File: config.mk
export PLATFORM = sky130hd
export DESIGN_NAME = rasmr_back_flat
export DESIGN_NICKNAME = d
export VERILOG_FILES = /design/src/sv/rasmr_pkg.sv /design/src/sv/rasmr_if.sv /design/src/sv/rasmr_back.sv /design/src/flat_wrapper.sv
export SDC_FILE = /design/constraint.sdc
export NUM_CORES = 2
export LEC_CHECK = 0
export ABC_CLOCK_PERIOD_IN_PS = 11700
export BUFFER_PORTS_ARGS = -buffer_cell sky130_fd_sc_hd__clkbuf_2
export CORE_ASPECT_RATIO = 1.1
export CORE_MARGIN = 8
export CORE_UTILIZATION = 63
export DETAILED_ROUTE_END_ITERATION = 16
export PLACE_DENSITY_LB_ADDON = 0.05
export SETUP_SLACK_MARGIN = 0.2
export SYNTH_ARGS = -nofsm -noshare
export SYNTH_HDL_FRONTEND = slang
export SYNTH_SLANG_ARGS = --single-unit
export TNS_END_PERCENT = 50
File: constraint.sdc
create_clock -name clk -period 11.7 [get_ports clk]
set_input_delay 1.755 -clock clk [delete_from_list [all_inputs] [get_ports clk]]
set_output_delay 1.755 -clock clk [all_outputs]
set_load 0.05 [all_outputs]
File: src/sv/rasmr_pkg.sv
// Package for the rational add/subtract/multiply block: widths, codes, queue entry type.
// No dependencies.
package rasmr_pkg;
    localparam int OPERAND_WIDTH_DEF = 32;
    localparam int RES_W = 64;

    typedef enum logic [1:0] {
        OP_ADD = 2'd0,
        OP_SUB = 2'd1,
        OP_MUL = 2'd2,
        OP_MUL_ALT = 2'd3
    } op_t;

    // raw fraction handed from front to back
    typedef struct packed {
        logic [RES_W-1:0] num;
        logic [RES_W-1:0] den;
        logic             err;
    } raw_t;

    typedef enum logic [2:0] {
        BK_IDLE,
        BK_GCD,
        BK_DIVN,
        BK_DIVD,
        BK_DONE
    } bk_state_t;

    typedef enum logic [1:0] {
        FR_IDLE,
        FR_MUL1,
        FR_MUL2,
        FR_PUSH
    } fr_state_t;
endpackage

File: src/sv/rasmr_if.sv


interface rasmr_res_if;
    logic        valid;
    logic        ready;
    logic [63:0] res_num;
    logic [63:0] res_den;
    logic        status;
    modport source (output valid, res_num, res_den, status, input ready);
    modport sink (input valid, res_num, res_den, status, output ready);
endinterface

File: src/sv/rasmr_back.sv
// Back end: binary gcd of magnitudes, then restoring division of each by the gcd.
// Error, equal or zero terms skip both. Depends on rasmr_pkg and rasmr_if.
module rasmr_back (
    input  logic            clk,
    input  logic            rst_n,
    input  logic            nonempty,
    input  rasmr_pkg::raw_t pop_data,
    output logic            pop,
    rasmr_res_if.source     res
);
    localparam int W = rasmr_pkg::RES_W;
    localparam int CW = $clog2(W + 1);

    rasmr_pkg::bk_state_t state_reg, state_next;
    logic [W-1:0] x_reg, y_reg, g_reg;
    logic [CW-1:0] sh_reg;
    logic [W-1:0] q_reg, r_reg, d_reg;
    logic [CW-1:0] cnt_reg;
    logic         nneg_reg, dneg_reg;
    logic [W-1:0] num_reg, den_reg, mn_reg, md_reg;
    logic         st_reg;
    logic [W:0]   trial;
    logic [W-1:0] rsh, diff;

    assign pop        = (state_reg == rasmr_pkg::BK_IDLE) && nonempty;
    assign res.valid  = (state_reg == rasmr_pkg::BK_DONE);
    assign res.res_num = num_reg;
    assign res.res_den = den_reg;
    assign res.status  = st_reg;

    assign rsh   = {r_reg[W-2:0], q_reg[W-1]};
    assign trial = {1'b0, rsh} - {1'b0, d_reg};
    assign diff  = (x_reg > y_reg) ? x_reg - y_reg : y_reg - x_reg;

    always_comb
    begin
        state_next = state_reg;
        unique case (state_reg)
            rasmr_pkg::BK_IDLE:
                if (nonempty)
                begin
                    if (pop_data.err || pop_data.num == pop_data.den ||
                        pop_data.num == '0 || pop_data.den == '0)
                        state_next = rasmr_pkg::BK_DONE;
                    else
                        state_next = rasmr_pkg::BK_GCD;
                end
            rasmr_pkg::BK_GCD:
                if (y_reg == '0) state_next = rasmr_pkg::BK_DIVN;
            rasmr_pkg::BK_DIVN:
                if (cnt_reg == CW'(W)) state_next = rasmr_pkg::BK_DIVD;
            rasmr_pkg::BK_DIVD:
                if (cnt_reg == CW'(W)) state_next = rasmr_pkg::BK_DONE;
            rasmr_pkg::BK_DONE:
                if (res.ready) state_next = rasmr_pkg::BK_IDLE;
            default: state_next = rasmr_pkg::BK_IDLE;
        endcase
    end

    always_ff @(posedge clk or negedge rst_n)
    begin
        if (!rst_n)
            state_reg <= rasmr_pkg::BK_IDLE;
        else
            state_reg <= state_next;
    end

    // datapath: binary gcd one step a cycle, division one bit a cycle
    always_ff @(posedge clk)
    begin
        unique case (state_reg)
            rasmr_pkg::BK_IDLE:
            begin
                if (pop_data.err)
                begin
                    num_reg <= '0;
                    den_reg <= '0;
                end
                else if (pop_data.num == pop_data.den)
                begin
                    num_reg <= W'(1);
                    den_reg <= W'(1);
                end
                else
                begin
                    num_reg <= pop_data.num;
                    den_reg <= pop_data.den;
                end
                st_reg   <= pop_data.err;
                nneg_reg <= pop_data.num[W-1];
                dneg_reg <= pop_data.den[W-1];
                mn_reg   <= pop_data.num[W-1] ? -pop_data.num : pop_data.num;
                md_reg   <= pop_data.den[W-1] ? -pop_data.den : pop_data.den;
                x_reg    <= pop_data.num[W-1] ? -pop_data.num : pop_data.num;
                y_reg    <= pop_data.den[W-1] ? -pop_data.den : pop_data.den;
                sh_reg   <= '0;
            end
            rasmr_pkg::BK_GCD:
            begin
                if (y_reg == '0)
                begin
                    g_reg   <= x_reg << sh_reg;
                    d_reg   <= x_reg << sh_reg;
                    q_reg   <= mn_reg;
                    r_reg   <= '0;
                    cnt_reg <= '0;
                end
                else if (!x_reg[0] && !y_reg[0])
                begin
                    x_reg  <= x_reg >> 1;
                    y_reg  <= y_reg >> 1;
                    sh_reg <= sh_reg + CW'(1);
                end
                else if (!x_reg[0])
                    x_reg <= x_reg >> 1;
                else if (!y_reg[0])
                    y_reg <= y_reg >> 1;
                else
                begin
                    x_reg <= (x_reg < y_reg) ? x_reg : y_reg;
                    y_reg <= diff >> 1;
                end
            end
            rasmr_pkg::BK_DIVN, rasmr_pkg::BK_DIVD:
            begin
                if (cnt_reg == CW'(W))
                begin
                    if (state_reg == rasmr_pkg::BK_DIVN)
                    begin
                        num_reg <= nneg_reg ? -q_reg : q_reg;
                        q_reg   <= md_reg;
                        r_reg   <= '0;
                        cnt_reg <= '0;
                    end
                    else
                        den_reg <= dneg_reg ? -q_reg : q_reg;
                end
                else
                begin
                    cnt_reg <= cnt_reg + CW'(1);
                    if (!trial[W])
                    begin
                        r_reg <= trial[W-1:0];
                        q_reg <= {q_reg[W-2:0], 1'b1};
                    end
                    else
                    begin
                        r_reg <= rsh;
                        q_reg <= {q_reg[W-2:0], 1'b0};
                    end
                end
            end
            default: ;
        endcase
    end

    a_gcd_nonzero: assert property (@(posedge clk) disable iff (!rst_n)
        (state_reg == rasmr_pkg::BK_DIVN && cnt_reg == '0) |-> g_reg != '0)
        else $error("zero gcd");
    a_hold: assert property (@(posedge clk) disable iff (!rst_n)
        (res.valid && !res.ready) |=> res.valid && $stable(num_reg) && $stable(den_reg))
        else $error("result changed while stalled");
    a_err_zero: assert property (@(posedge clk) disable iff (!rst_n)
        (res.valid && st_reg) |-> num_reg == '0 && den_reg == '0)
        else $error("error result not zero");
endmodule

File: src/flat_wrapper.sv
// flat-port wrapper written by rule: the top's interface ports become plain ports
module rasmr_back_flat 
  (clk, rst_n, nonempty, pop_data, pop, res_valid, res_res_num, res_res_den, res_status, res_ready);
  rasmr_res_if res_i ();
  input  logic clk;
  input  logic rst_n;
  input  logic nonempty;
  input  rasmr_pkg::raw_t pop_data;
  output logic pop;
  output wire logic [$bits(res_i.valid)-1:0] res_valid;
  output wire logic [$bits(res_i.res_num)-1:0] res_res_num;
  output wire logic [$bits(res_i.res_den)-1:0] res_res_den;
  output wire logic [$bits(res_i.status)-1:0] res_status;
  input wire logic [$bits(res_i.ready)-1:0] res_ready;
  assign res_valid = res_i.valid;
  assign res_res_num = res_i.res_num;
  assign res_res_den = res_i.res_den;
  assign res_status = res_i.status;
  assign res_i.ready = res_ready;
  rasmr_back u_core (.clk(clk), .rst_n(rst_n), .nonempty(nonempty), .pop_data(pop_data), .pop(pop), .res(res_i));
endmodule
==> out/qor.csv <==
stage;metric;value;unit
grt;initial antenna violation count;5;
route;M1 wire length;63000;um
synth;syn_nets;5625;
sta;final hold violations;0;
die;full die area;80400;um2
synth;Mapped Cells;5291;
pwr;Logic pwr share;0.610;
final_layout;Area growth syn-to-layout;8.67;%
sta;Worst Skew;27.2;ps
final_layout;fin nets;5655;
synth;Adder-Cell Fraction of Synth Area;0.0563;
synth;leading area contributor after synthesis;edfxtp_1;
die;DIE HEIGHT;297;um
placement;Placer Congestion;1.09;
sta;fin crit share;0.505;
route;Iter 0 DRT Violations;6253;
synth;number of synthesized flops with an enable pin;592;
clock_tree;CTS tree;built;
final_layout;share of cells above drive strength 1;0.0988;
worst_setup_path;crit path capture type;flip-flop;
clock_tree;Clock Latency Late Sink;640;ps
status;status;complete, no violations;
grt;first-pass GRT wire length;253000;um
sta;f_max;169;MHz
worst_hold_path;Hold/Removal Path Class;flip-flop to flip-flop;
clock_tree;Clock Tree Buf Depth;3;
die;site row count;103;
die;Initial Util;0.633;
worst_setup_path;crit path DAT;6360;ps
synth;Post-synth top cells;nand2_1, edfxtp_1, nor2_1;
clock_tree;htree depth;3;
synth;Post-synth top flop;edfxtp_1;
pwr;Leakage;19.4;nW
die;Core Box Area;71300;um2
route;DR WL met2;75600;um
synth;top cells by area, synth;edfxtp_1, nand2_1, ha_1;
clock_tree;TritonCTS buffer count;67;
pwr;Reg power frac;0.253;
clock_tree;PostCTS Resize Cnt;0;
pwr;Cell Pwr Density;336;nW/um2
synth;XOR/XNOR Fraction of Synth Area;0.0841;
pwr;sw power;0.00868;W
worst_setup_path;Crit path required time;12150;ps
synth;simple-gate share of the synthesized area;0.186;
grt;Total GRT Usage;0.409;
grt;largest net degree at the start of global routing;109;
sta;post-layout min period;5910;ps
synth;Netlist cell types;82;
synth;post-synthesis compound-gate area fraction;0.185;
route;final wirelength;170000;um
route;DRT antenna net count;0;
route;DR vias/cell;6.79;
synth;Yosys Warn Count;0;
sta;worst-margin pin slew;1230;ps
route;met3 routed WL;20400;um
final_layout;Final Cell Area;49000;um2
route;highest routed layer;met5;
worst_setup_path;Critical Setup Path Class;flip-flop to flip-flop;
route;DR DRC count;0;
pwr;Int Pwr;0.00777;W
route;TritonRoute pass-1 iters;8;
synth;main combinational cell family by area after synthesis;simple AND/OR/NAND/NOR gates;
die;Die X;271;um
clock_tree;clock-pin slew on the worst setup and hold paths;70;ps
synth;Post-Syn Area;45100;um2
grt;Congestion Overflow GR;0;
synth;most frequent cell after synthesis;nand2_1;
synth;Syn Area/Cell;8.52;um2
sta;final setup TNS;0;ps
job;Max Cap Viol;0;
placement;placed inst area;46700;um2
synth;#FFs+latches synth;595;
route;Routed WL per cell;26.9;um
clock_tree;Post-CTS Setup Repair Bufs;0;
synth;Synth async-reset ratio;0.00504;
pwr;clock power share;0.137;
pwr;Worst VDD drop;0.000297;V
route;via count;42900;
sta;Slew HR;0.168;
synth;post-synthesis sequential area ratio;0.396;
sta;setup violators final;0;
worst_setup_path;critical path fanouts, max;9;
die;I/O pin cnt;264;
grt;vias in the first global route;40600;
synth;Synth top area share;0.394;
clock_tree;hold buffers post-CTS;0;
sta;setup repair after global routing missed its margin;no;
placement;PortBufs;263;
sta;count of pins over their slew limit;0;
clock_tree;CTS root buf;clkbuf_16;
clock_tree;CTS sink cnt;595;
synth;post-synthesis mux area share;0.0392;
worst_setup_path;critical path startpoint category;flip-flop;
placement;post-DP HPWL;128000;um
pwr;sw frac;0.528;
-- critical path: stages (launching register included) --
cell	delay, ps
edfxtp_1	630
inv_1	90
ha_1	460
nand3_1	190
o211ai_1	460
a21oi_1	190
o311ai_0	610
a221oi_1	300
o31ai_1	960
a21oi_1	290
o311ai_0	830
a31oi_1	260
mux2i_1	190
a311oi_1	240
-- power groups by stage --
stage | Clock, W | Combinational [W] | Sequential, W
after floorplan | 0 | 0.00622 | 0.00453
after global placement | 0 | 0.00962 | 0.00414
after detailed placement | 0 | 0.00964 | 0.00415
after CTS | 0.00224 | 0.00970 | 0.00411
after global routing | 0.00230 | 0.0107 | 0.00419
final | 0.00225 | 0.0100 | 0.00416
-- metal layers --
metal / vias up / global-route usage
li1: 18900 / -
met1: 20400 / 0.517
met2: 2988 / 0.639
met3: 617 / 0.111
met4: 4 / 0.223
met5: - / 0
-- layout by cell type (no fill, tap or decap), types with 10 or more instances in the layout --
cell / synthesis / final
o31ai_1: 49 / 49
or4_1: 29 / 29
inv_1: 263 / 263
mux4_2: 50 / 50
nand4_1: 59 / 59
o21ai_0: 430 / 430
buf_4: 0 / 53
nor2_1: 457 / 452
nor3_1: 55 / 52
a221oi_1: 11 / 11
xor2_1: 229 / 229
nor4_1: 54 / 53
mux2i_1: 62 / 62
or2_2: 19 / 19
a211oi_1: 52 / 52
or3_1: 60 / 60
o21a_1: 26 / 26
a21o_1: 71 / 71
a31oi_1: 177 / 177
a311oi_1: 10 / 10
clkbuf_1: 310 / 10
and3_1: 18 / 17
clkbuf_2: 1 / 263
nor2b_1: 26 / 25
o21bai_1: 50 / 50
xnor2_1: 204 / 204
nand2_1: 1009 / 1007
nand3_1: 77 / 76
o211ai_1: 20 / 20
o22ai_1: 12 / 12
o41ai_1: 22 / 22
a21oi_1: 383 / 381
clkinv_1: 1 / 17
nand2b_1: 26 / 24
ha_1: 198 / 198
clkbuf_16: 0 / 68
edfxtp_1: 592 / 592
-- cell type report --
type / instances / area, um2
flip-flops and latches: 595 / 17900
fillers: 5754 / 22300
clock buffers: 78 / 1740
well taps: 945 / 1180
clock inverters: 44 / 520
inverters: 266 / 998
multi-input cells: 4075 / 25000
repair buffers: 316 / 1710
diodes: 2 / 5.00
-- path summary, 6_finish.rpt --
kind                                                        end  depth (start not counted)                        start  slack (ps)
worst max-delay path                 u_core.y_reg[60]$_DFFE_PP_                         13    u_core.y_reg[4]$_DFFE_PP_        5790
worst min-delay path                 u_core.q_reg[62]$_DFFE_PP_                          2  u_core.mn_reg[62]$_DFFE_PP_         600
worst max register to register       u_core.y_reg[60]$_DFFE_PP_                         13    u_core.y_reg[4]$_DFFE_PP_        5790
worst min register to register       u_core.q_reg[62]$_DFFE_PP_                          2  u_core.mn_reg[62]$_DFFE_PP_         600
max in group asynchronous       u_core.state_reg[2]$_DFFE_PN0P_                          1                        rst_n       10660
min in group asynchronous       u_core.state_reg[1]$_DFFE_PN0P_                          1                        rst_n         920
-- cells by family after synthesis --
| family | count (synthesis) |
|---|---|
| adder cells (fa/ha/maj) | 201 |
| multiplexers | 114 |
| buffers and inverters | 621 |
| flip-flops | 595 |
| AND/OR/NAND/NOR | 1934 |
| AO/OA/AOI/OAI | 1393 |
| XOR/XNOR | 433 |
-- through the flow --
step                worst slack, ps  utilization  total power (W)  hold WS [ps]  instances
detailed placement             5790        0.656           0.0138           587       6197
global placement               5910        0.656           0.0138           550       6197
floorplan                      2720            -           0.0107           542       5291
global route                   5640        0.687           0.0172           602       6320
CTS                            6090        0.687           0.0161           579       6319
finish                         5790        0.687           0.0164           599       6321
No activity file was read; power rests on OpenSTA's default activity.
