[config.mk]
export PLATFORM = sky130hd
export DESIGN_NAME = rasmr_queue
export DESIGN_NICKNAME = d
export VERILOG_FILES = /design/src/sv/rasmr_pkg.sv /design/src/sv/rasmr_queue.sv
export SDC_FILE = /design/constraint.sdc
export NUM_CORES = 1
export LEC_CHECK = 0
export ABC_AREA = 1
export BUFFER_PORTS_ARGS = -buffer_cell sky130_fd_sc_hd__buf_2
export CORE_MARGIN = 5
export CORE_UTILIZATION = 45
export CTS_BUF_LIST = sky130_fd_sc_hd__clkbuf_4
export CTS_CLUSTER_SIZE = 25
export DETAILED_ROUTE_END_ITERATION = 8
export PLACE_DENSITY = 0.67
export SYNTH_ARGS = -nofsm -noshare
export SYNTH_HDL_FRONTEND = slang
export SYNTH_SLANG_ARGS = --single-unit
[constraint.sdc]
create_clock -name clk -period 15 [get_ports clk]
set_input_delay 1.5 -clock clk [delete_from_list [all_inputs] [get_ports clk]]
set_output_delay 1.5 -clock clk [all_outputs]
set_load 0.03 [all_outputs]
[src/sv/rasmr_pkg.sv]
// Package for the rational add/subtract/multiply block: widths, codes, queue entry type.
// No dependencies.
package rasmr_pkg;
    localparam int OPERAND_WIDTH_DEF = 32;
    localparam int RES_W = 64;

    typedef enum logic [1:0] {
        OP_ADD = 2'd0,
        OP_SUB = 2'd1,
        OP_MUL = 2'd2,
        OP_MUL_ALT = 2'd3
    } op_t;

    // raw fraction handed from front to back
    typedef struct packed {
        logic [RES_W-1:0] num;
        logic [RES_W-1:0] den;
        logic             err;
    } raw_t;

    typedef enum logic [2:0] {
        BK_IDLE,
        BK_GCD,
        BK_DIVN,
        BK_DIVD,
        BK_DONE
    } bk_state_t;

    typedef enum logic [1:0] {
        FR_IDLE,
        FR_MUL1,
        FR_MUL2,
        FR_PUSH
    } fr_state_t;
endpackage

[src/sv/rasmr_queue.sv]
// Two-entry queue between front and back ends.
// Depends on rasmr_pkg.
module rasmr_queue (
    input  logic            clk,
    input  logic            rst_n,
    input  logic            push,
    input  rasmr_pkg::raw_t push_data,
    output logic            full,
    input  logic            pop,
    output logic            nonempty,
    output rasmr_pkg::raw_t pop_data
);
    rasmr_pkg::raw_t mem_reg [2];
    logic       wp_reg, rp_reg;
    logic [1:0] cnt_reg;

    assign full     = (cnt_reg == 2'd2);
    assign nonempty = (cnt_reg != 2'd0);
    assign pop_data = mem_reg[rp_reg];

    always_ff @(posedge clk)
    begin
        if (push) mem_reg[wp_reg] <= push_data;
    end

    // advance pointers and occupancy
    always_ff @(posedge clk or negedge rst_n)
    begin
        if (!rst_n)
        begin
            wp_reg  <= 1'b0;
            rp_reg  <= 1'b0;
            cnt_reg <= 2'd0;
        end
        else
        begin
            if (push) wp_reg <= ~wp_reg;
            if (pop)  rp_reg <= ~rp_reg;
            cnt_reg <= cnt_reg + {1'b0, push} - {1'b0, pop};
        end
    end

    property p_no_overflow;
        @(posedge clk) disable iff (!rst_n) full |-> !push || pop;
    endproperty
    a_no_overflow: assert property (p_no_overflow) else $error("queue overflow");
    a_no_underflow: assert property (@(posedge clk) disable iff (!rst_n) pop |-> nonempty)
        else $error("queue underflow");
    a_cnt_range: assert property (@(posedge clk) disable iff (!rst_n) cnt_reg != 2'd3)
        else $error("queue count out of range");
endmodule

==> results of run 1 <==
-- final timing paths --
kind	startpoint	end	slack, ns	cells after the start
min	wp_reg	wp_reg	0.55	1
max in group asynchronous	rst_n	rp_reg	14.15	1
min in group asynchronous	rst_n	wp_reg	0.70	1
max reg2reg	wp_reg	mem_reg[1][13]	12.77	3
min reg2reg	wp_reg	wp_reg	0.55	1
max	rp_reg	pop_data[39]	10.23	4
-- cells in the final DEF, fill, tap and decap left out --
master,Yosys,final
buf_2,1,263
edfxtp_1,258,258
inv_1,136,135
nand2_1,126,126
clkbuf_4,0,104
o21ai_2,90,90
o21ai_0,30,30
nand2_2,10,10
o21ai_1,9,9
diode_2,0,7
buf_4,7,6
bufinv_16,0,3
dfrtp_1,4,3
xor2_1,2,2
ha_1,2,2
nand3_1,1,1
inv_6,0,1
nor2_1,2,1
nor2_4,0,1
inv_2,0,1
clkinv_1,0,1
clkinv_2,0,1
dfrtp_4,0,1
-- cell families after synthesis --
logic type / count (synthesis) / synth area share, %
DFF: 262 / 76.8
buffers and inverters: 165 / 7.78
and+or+nand+nor: 139 / 5.36
AOI/OAI and AO/OA: 129 / 9.63
xor gates and xnor gates: 2 / 0.171
adders and majority gates: 2 / 0.245
-- power by group through the flow --
| stage | clock network, mW | logic, mW | registers (mW) |
|---|---|---|---|
| after global placement | 0 | 1.04 | 1.02 |
| final | 0.625 | 1.03 | 1.01 |
| after detailed placement | 0 | 1.05 | 1.02 |
| after floorplan | 0 | 0.811 | 1.04 |
| after global routing | 0.699 | 1.11 | 1.02 |
| after CTS | 0.652 | 1.05 | 1.01 |
-- critical path, stage by stage (launching register included) --
cell and delay, ns:
dfrtp_4 0.39, buf_4 0.80, buf_4 0.85, o21ai_0 0.26, buf_2 0.24
-- per-stage QoR --
| stage | instance area, sq um | util [%] | hold WS (ns) | power (mW) | worst slack (ns) |
|---|---|---|---|---|---|
| 2_1_floorplan | 10200 | - | 0.463 | 1.85 | 7.44 |
| 3_3_place_gp | 11700 | 51.8 | 0.535 | 2.05 | 10.85 |
| 3_5_place_dp | 11700 | 51.8 | 0.538 | 2.07 | 10.81 |
| 4_1_cts | 12500 | 55.8 | 0.552 | 2.71 | 10.10 |
| 5_1_grt | 12600 | 55.8 | 0.577 | 2.82 | 9.92 |
| 6_report | 12600 | 55.8 | 0.546 | 2.66 | 10.23 |
-- metal layers --
| metal | track usage [%] | vias to the layer above |
|---|---|---|
| li1 | - | 3065 |
| met1 | 16.7 | 2876 |
| met2 | 27.5 | 218 |
| met3 | 4.95 | 54 |
| met4 | 9.07 | 4 |
| met5 | 0 | - |
-- cell type report --
class | count | share of cell area (%)
clock buffer | 104 | 6.21
inverter | 136 | 4.10
timing repair buffer | 269 | 10.8
sequential | 262 | 62.5
tap | 285 | 2.84
clock inverter | 6 | 0.816
multi-input combinational | 272 | 12.6
antenna | 7 | 0.139
==> metrics.csv, run 1 <==
stage;metric;value;unit
outcome;status;finished, final reports clean;
cts;holdBufCountCts;0;
timing;fin_tns_setup;0;ns
power;pwr_density_cell;212;nW/um^2
die;dieArea;25800;sq um
synth;avgSynthCellArea;14.6;sq um
synth;yosysMostFrequentCell;edfxtp_1;
timing;final_max_slew_viol_count;0;
power;power.leakage;5.44;nW
timing;relSlewSlack;28.1;%
finish;fin_nets;1145;
power;p_int;1.59;mW
finish;largest_register_ff_count;258;
synth;synth_edf_count;258;
detailed_routing;routed_wirelength;20500;um
detailed_routing;vias;6217;
grt;grt_max_degree;107;
synth;syn_inst;699;
worst_setup_path;critPathRequiredTime;13.50;ns
die;boundaryPins;264;
flow_run;max_cap_viol_count;0;
finish;syn_to_final_growth;23.0;%
synth;synthArstFlopShare;1.53;%
synth;synth_area_leaders;edfxtp_1 (76%), o21ai_2 (7.7%), inv_1 (5.0%);
power;pwr-share-clk;23.5;%
grt;antenna_found_initial;8;
finish;fin_cells;1341;
timing;setup_viol;0;
cts;cts.repair.resized;0;
finish;fillers;1911;
grt;grt_pass1_wl;31900;um
power;p_sw_share;40.1;%
power;combPwrFrac;38.6;%
grt;grt_use_total;15.7;%
cts;clk_latency;0.63;ns
place;dp_hpwl;13600;um
timing;fmax;210;MHz
finish;multi_input_area;1580;sq um
detailed_routing;wl_met3;1410;um
worst_setup_path;start_kind;flip-flop;
place;io_buffers;263;
detailed_routing;wl_per_cell;15.3;um
synth;synth_top_cell_area_share;75.8;%
cts;root_buffer;clkbuf_4;
power;switching_power;1.07;mW
worst_setup_path;cp.arrival;3.27;ns
synth;yosysUniqueCellTypes;18;
timing;fin_skew;0.0290;ns
synth;ys_warn_count;0;
synth;synth.net_count;834;
timing;rsz0062_at_grt;no;
worst_setup_path;crit_fanout;106;
cts;htreeDepth;3;
synth;synth_common_cells;edfxtp_1 (258), inv_1 (136), nand2_1 (126);
synth;yosys_register_bits;262;
detailed_routing;drc;0;
detailed_routing;drt-vias-per-instance;4.64;
synth;synth_area;10200;sq um
die;core;22500;sq um
finish;regArea;7850;sq um
timing;period_share;31.8;%
grt;grt_pass1_vias;6502;
die;die_w;161;um
detailed_routing;wl_met1;7620;um
die;std_cell_rows;55;
timing;period_minus_slack;4.77;ns
timing;worstMarginPinSlew;1.08;ns
cts;clk_path_buf_depth;3;
worst_setup_path;path_class;flip-flop to primary output;
power;ir_worst_vdd;0.130;mV
timing;hold_viol_final;0;
detailed_routing;drtIter0Drc;311;
die;die_y;161;um
cts;cts_tree;yes;
detailed_routing;drtPass1Iterations;5;
cts;clk_pin_slew;0.06;ns
worst_hold_path;hold_class;flip-flop to flip-flop;
grt;grt-ovfl-total;0;
detailed_routing;top_layer;met5;
die;initial_utilization;45.4;%
detailed_routing;routed-wl-met2;10800;um
cts;clock-sinks;262;
cts;postCtsSetupRepairBufs;0;
detailed_routing;ant_nets;0;
place;place_inst;1224;
power;seq_power_share;37.9;%
synth;yosys.area.top_type;edfxtp_1;
finish;final_layout_size_suffix_gt1_share;45.9;%
worst_setup_path;endpoint_kind;primary output;
synth;synth_seq_area_share;76.8;%
synth;synth_ff_type;edfxtp_1;
place;gp_congestion;0.784;
cts;cts_buffers;69;
(Power assumes the default switching activity.)
==> inputs of run 2 (changes only) <==
--- a/config.mk
+++ b/config.mk
@@ -5,14 +5,14 @@
 export SDC_FILE = /design/constraint.sdc
 export NUM_CORES = 1
 export LEC_CHECK = 0
-export ABC_AREA = 1
+export ABC_AREA = 0
 export BUFFER_PORTS_ARGS = -buffer_cell sky130_fd_sc_hd__buf_2
 export CORE_MARGIN = 5
 export CORE_UTILIZATION = 45
 export CTS_BUF_LIST = sky130_fd_sc_hd__clkbuf_4
 export CTS_CLUSTER_SIZE = 25
 export DETAILED_ROUTE_END_ITERATION = 8
-export PLACE_DENSITY = 0.67
+export PLACE_DENSITY = 0.7
 export SYNTH_ARGS = -nofsm -noshare
 export SYNTH_HDL_FRONTEND = slang
 export SYNTH_SLANG_ARGS = --single-unit
==> constraint.sdc (replaced) <==
create_clock -name clk -period 4 [get_ports clk]
set_input_delay 0.4 -clock clk [delete_from_list [all_inputs] [get_ports clk]]
set_output_delay 0.4 -clock clk [all_outputs]
set_load 0.03 [all_outputs]
==> run 2 against run 1 <==
- first-iteration DRC count decreased by 23%
- critical endpoint is now pop_data[81]
- routed wire length rose by 1.5%
- total power rose to 3.5 times the previous value
- largest power group is now sequential cells
- clock skew shrank 0.0090 ns
- area after synthesis shrank 6.7%
==> metrics.csv, run 2 <==
stage;metric;value;unit
power;ir_worst_vdd;0.514;mV
finish;fin_cells;1195;
finish;mostFrequentLayoutCell;buf_2;
grt;grt_use_total;17.1;%
synth;avgSynthCellArea;22.9;sq um
synth;yosys_register_bits;262;
worst_setup_path;critPathMaxStageDelay;0.64;ns
worst_setup_path;worst_r2r_startpoint;wp_reg;
synth;synth_top_cell_area_share;81.3;%
worst_setup_path;worstPathCellList;buf_4 > mux2_2 > buf_2;
worst_setup_path;endpoint_kind;primary output;
place;gp_congestion;0.746;
worst_setup_path;start_kind;flip-flop;
synth;yosysMostFrequentCell;edfxtp_1;
detailed_routing;drtIter0Drc;239;
detailed_routing;ant_nets;0;
timing;fin_skew;0.0199;ns
synth;synth_ff_type;edfxtp_1;
place;io_buffers;263;
outcome;status;finished, final reports clean;
die;std_cell_rows;53;
synth;synth-adder-area-share;0.262;%
grt;grt_pass1_wl;32300;um
worst_setup_path;r2r_slack;1.94;ns
synth;synth.net_count;551;
grt;grt-ovfl-total;0;
synth;synth_area_leaders;edfxtp_1 (81%), mux2_2 (15%), buf_6 (1.2%);
worst_setup_path;r2r_cells;2;
flow_run;max_cap_viol_count;0;
synth;syn_inst;416;
timing;rsz0062_at_grt;no;
place;dp_slack;1.75;ns
power;power.leakage;5.16;nW
cts;clock-sinks;262;
die;dieArea;24200;sq um
cts;cts_tree;yes;
finish;largest_register_ff_count;258;
timing;worstMarginPinSlew;1.02;ns
grt;antenna_found_initial;1;
power;pwr_density_cell;702;nW/um^2
synth;synth_mux_area_share;15.2;%
worst_setup_path;critPathRequiredTime;3.60;ns
worst_hold_path;hold_class;primary input to asynchronous set/reset pin;
cts;clk_pin_slew;0.06;ns
worst_setup_path;critical_path_buf_inv_count;2;
synth;synth-simple-area-share;0.262;%
cts;htreeDepth;3;
grt;grt_pass1_vias;6354;
detailed_routing;wl_per_cell;17.5;um
place;dp_hpwl;12500;um
worst_setup_path;path_class;flip-flop to primary output;
worst_setup_path;crit_path_end;pop_data[81];
synth;synth_seq_area_share;82.3;%
cts;clk_path_buf_depth;3;
timing;final_max_slew_viol_count;0;
synth;yosysUniqueCellTypes;13;
cts;postCtsSetupRepairBufs;0;
cts;cts_buffers;69;
timing;fin_tns_setup;0;ns
synth;synth_edf_count;258;
timing;setup_viol;0;
worst_setup_path;crit_slowest_cell;dfrtp_4;
synth;synthArstFlopShare;1.53;%
synth;yosys.area.top_type;edfxtp_1;
die;die_y;156;um
timing;period_minus_slack;2.85;ns
synth;ys_warn_count;0;
finish;syn_to_final_growth;39.5;%
worst_setup_path;crit_family;buffers and inverters;
place;place_inst;945;
die;die_w;156;um
worst_setup_path;crit_start;rp_reg;
grt;grt_max_degree;77;
cts;root_buffer;clkbuf_4;
place;placed_area;11100;sq um
synth;post_synth_xor_area_fraction;0.433;%
synth;synth_top_family_by_area;multiplexers;
finish;fin_area;13300;sq um
finish;final_cell_mix;buf_2 (263), edfxtp_1 (258), dlygate4sd3_1 (132);
die;boundaryPins;264;
timing;relSlewSlack;31.9;%
die;initial_utilization;45.5;%
worst_setup_path;path_depth;3;
detailed_routing;drc;0;
finish;fin_nets;1008;
synth;synth-compound-area-share;0;%
detailed_routing;drtPass1Iterations;4;
synth;synth_common_cells;edfxtp_1 (258), mux2_2 (129), buf_6 (10);
detailed_routing;routed_wirelength;20900;um
cts;clk_latency;0.62;ns
timing;period_share;71.3;%
timing;setup_ws;1.15;ns
timing;hold_viol_final;0;
detailed_routing;drt-vias-per-instance;4.74;
worst_setup_path;cp.arrival;2.45;ns
worst_setup_path;rr_endpoint;mem_reg[1][21];
worst_setup_path;crit_fanout;47;
synth;synth_area;9530;sq um
finish;final_layout_size_suffix_gt1_share;54.3;%
die;core;21000;sq um
detailed_routing;vias;5668;
timing;fmax;350;MHz
-- run 2: per-stage QoR --
| step | power (mW) | hold slack (ns) | utilization (%) |
|---|---|---|---|
| finish | 9.33 | 0.167 | 63.5 |
| global placement | 7.03 | 0.205 | 53.1 |
| global route | 9.82 | 0.113 | 63.5 |
| floorplan | 6.28 | 0.104 | - |
| CTS | 9.45 | 0.0906 | 63.5 |
| detailed placement | 7.10 | 0.211 | 53.1 |
-- run 2: how the worst min path moves through the flow --
stage	to	slack (ns)	cells past startpoint
5_1_grt	cnt_reg[0]	0.11	2
3_3_place_gp	rp_reg	0.21	1
3_5_place_dp	cnt_reg[0]	0.21	1
6_report	cnt_reg[0]	0.17	2
2_1_floorplan	cnt_reg[0]	0.10	0
4_1_cts	rp_reg	0.09	2
-- run 2: power by group --
group	switching [mW]	internal [mW]	leakage, nW
clock	1.01	1.21	0.498
sequential	0.164	3.65	2.47
combinational	2.14	1.17	2.19
total	3.31	6.02	5.16
-- run 2: layout make-up --
type / instances / area, sq um
tap: 275 / 344
antenna: 1 / 2.50
inverter: 2 / 7.51
multi-input combinational: 138 / 1550
clock inverter: 24 / 144
clock buffer: 93 / 698
timing repair buffer: 400 / 2700
fill: 1512 / 7650
sequential: 262 / 7850
-- run 2: cell families after synthesis --
group,count (synthesis)
multiplexers,129
adder cells (fa/ha/maj),2
flip-flops,262
XOR/XNOR,3
AND/OR/NAND/NOR,4
buffers and inverters,16
-- run 2: worst register-to-register path: stages, from the launching register on --
cell and delay (ns):
dfrtp_1 0.43, and2_4 0.73, buf_12 0.47
-- run 2: per-layer routing --
| layer | track usage, % | up-vias | share of wire (%) |
|---|---|---|---|
| met5 | 0 | - | 0 |
| met4 | 8.59 | 0 | 3.5 |
| li1 | - | 2622 | - |
| met3 | 5.85 | 45 | 8.1 |
| met2 | 30.1 | 248 | 53 |
| met1 | 18.2 | 2753 | 36 |
-- run 2: what timing repair did --
action	CTS	global route
hold buffers	132	0
gates resized for setup	0	0
endpoints found under the hold margin	264	0
==> inputs of run 3 (changes only) <==
--- a/config.mk
+++ b/config.mk
@@ -12,7 +12,7 @@
 export CTS_BUF_LIST = sky130_fd_sc_hd__clkbuf_4
 export CTS_CLUSTER_SIZE = 25
 export DETAILED_ROUTE_END_ITERATION = 8
-export PLACE_DENSITY = 0.7
+export PLACE_DENSITY = 0.67
 export SYNTH_ARGS = -nofsm -noshare
 export SYNTH_HDL_FRONTEND = slang
 export SYNTH_SLANG_ARGS = --single-unit
==> constraint.sdc (replaced) <==
create_clock -name clk -period 2.8 [get_ports clk]
set_input_delay 0.28 -clock clk [delete_from_list [all_inputs] [get_ports clk]]
set_output_delay 0.28 -clock clk [all_outputs]
set_load 0.03 [all_outputs]
==> run 3 against run 2 <==
- die area did not move
- sequential cell count stayed put
- routed wire length up 0.37%
- critical path type unchanged
- largest cell class unchanged
==> metrics.csv, run 3 (same netlist as run 2, synthesis figures left out) <==
stage;metric;value;unit
finish;syn_to_final_growth;39.8;%
finish;diodes;0;
worst_setup_path;worst_r2r_startpoint;wp_reg;
timing;fin_tns_setup;0;ns
place;gp_congestion;0.767;
die;core;21000;sq um
timing;setup_viol;0;
timing;hold_viol_final;0;
cts;clk_path_buf_depth;3;
place;placed_area;11200;sq um
cts;root_buffer;clkbuf_4;
detailed_routing;routed_wirelength;20900;um
finish;fillers;1483;
flow_run;max_cap_viol_count;0;
grt;grt_max_degree;113;
finish;fin_area;13300;sq um
cts;clk_pin_slew;0.07;ns
worst_setup_path;endpoint_kind;primary output;
timing;fmax;399;MHz
worst_setup_path;cp.arrival;2.22;ns
detailed_routing;drt-vias-per-instance;4.68;
power;switching_power;4.75;mW
die;die_w;156;um
worst_setup_path;crit_fanout;20;
detailed_routing;wl_per_cell;17.7;um
power;p_sw_share;35.6;%
detailed_routing;vias;5541;
finish;fin_nets;1010;
worst_hold_path;min_from;push_data[16];
cts;clk_latency;0.63;ns
power;p_int;8.60;mW
worst_setup_path;crit_start;rp_reg;
worst_setup_path;critPathRequiredTime;2.52;ns
power;pwr_density_cell;1000;nW/um^2
die;initial_utilization;45.5;%
detailed_routing;ant_nets;0;
finish;mostFrequentLayoutCell;buf_2;
timing;worstMarginPinSlew;0.721;ns
die;boundaryPins;264;
die;dieArea;24200;sq um
timing;period_minus_slack;2.50;ns
place;io_buffers;263;
timing;period_share;89.4;%
cts;cts.repair.resized;0;
timing;fin_skew;0.0440;ns
finish;final_cell_mix;buf_2 (263), edfxtp_1 (258), dlygate4sd3_1 (133);
power;ir_worst_vdd;0.677;mV
die;std_cell_rows;53;
outcome;status;finished, final reports clean;
detailed_routing;wl_met1;7630;um
power;seq_power_share;40.8;%
worst_setup_path;critPathMaxStageDelay;0.68;ns
worst_setup_path;worstPathCellList;buf_4 > mux2_2 > buf_2;
worst_setup_path;crit_family;flip-flops;
cts;clock-sinks;262;
grt;antenna_found_initial;0;
power;pwr-share-clk;22.8;%
timing;fin_hold_ws;0.345;ns
timing;rsz0062_at_grt;no;
worst_setup_path;start_kind;flip-flop;
power;combPwrFrac;36.3;%
finish;fin_util;63.6;%
timing;final_max_slew_viol_count;0;
cts;cts_buffers;67;
detailed_routing;routed-wl-met2;11000;um
detailed_routing;wl_met3;1840;um
power;total_power;13.4;mW
finish;fin_cells;1185;
detailed_routing;drc;0;
detailed_routing;top_layer;met4;
grt;grt_use_total;16.8;%
worst_hold_path;hold_class;primary input to flip-flop;
timing;setup_ws;0.297;ns
detailed_routing;drtPass1Iterations;4;
finish;final_layout_size_suffix_gt1_share;54.7;%
grt;grt_pass1_vias;6310;
grt;grt_pass1_wl;31900;um
grt;grt-ovfl-total;0;
worst_setup_path;path_class;flip-flop to primary output;
place;dp_slack;0.772;ns
detailed_routing;drtIter0Drc;227;
cts;htreeDepth;3;
power;power.leakage;5.15;nW
die;die_y;156;um
timing;relSlewSlack;51.9;%
place;dp_hpwl;12400;um
finish;largest_register_ff_count;258;
place;place_inst;947;
worst_setup_path;crit_slowest_cell;dfrtp_4;
worst_setup_path;critical_path_buf_inv_count;2;
cts;cts_tree;yes;
-- run 3: cell types whose count changed in the layout (fill, tap and decap cells not counted), sizes merged --
| cell | delta |
|---|---|
| buf | +3 |
| clkbuf | -5 |
| clkinv | -9 |
| clkinvlp | +2 |
| diode | -1 |
| dlygate4sd3 | +1 |
| inv | -1 |
-- run 3: what timing repair did --
action                                  CTS  global route
buffers inserted                          0             1
endpoints found under the setup margin    0            17
endpoints found under the hold margin   265             0
hold buffers                            133             0
-- run 3: per-layer routing --
layer  vias up  GRT usage (%)
met5         -              0
li1       2603              -
met3        37           6.30
met4         0           5.96
met1      2669           18.4
met2       232           30.1
-- run 3: final timing paths --
path / endpoint / slack, ns / depth (start not counted)
min: mem_reg[1][16] / 0.35 / 2
max in group asynchronous: rp_reg / 2.08 / 3
min in group asynchronous: rp_reg / 0.54 / 3
min reg2reg: wp_reg / 0.57 / 1
max: pop_data[84] / 0.30 / 3
max reg2reg: mem_reg[1][27] / 1.01 / 2
-- run 3: area by class of cell --
type	count	area, sq um	area share [%]
Clock buffer	88	661	4.95
Clock inverter	16	125	0.938
Inverter	2	7.51	0.0563
Multi-Input combinational cell	138	1550	11.7
Sequential cell	262	7850	58.9
Tap cell	275	344	2.58
Timing Repair Buffer	404	2790	20.9
-- run 3: power by group through the flow --
stage	logic [mW]	clock network [mW]	registers [mW]
detailed placement	4.62	0	5.58
global route	5.11	3.38	5.52
floorplan	3.52	0	5.43
global placement	4.58	0	5.53
finish	4.85	3.05	5.45
CTS	4.79	3.16	5.50
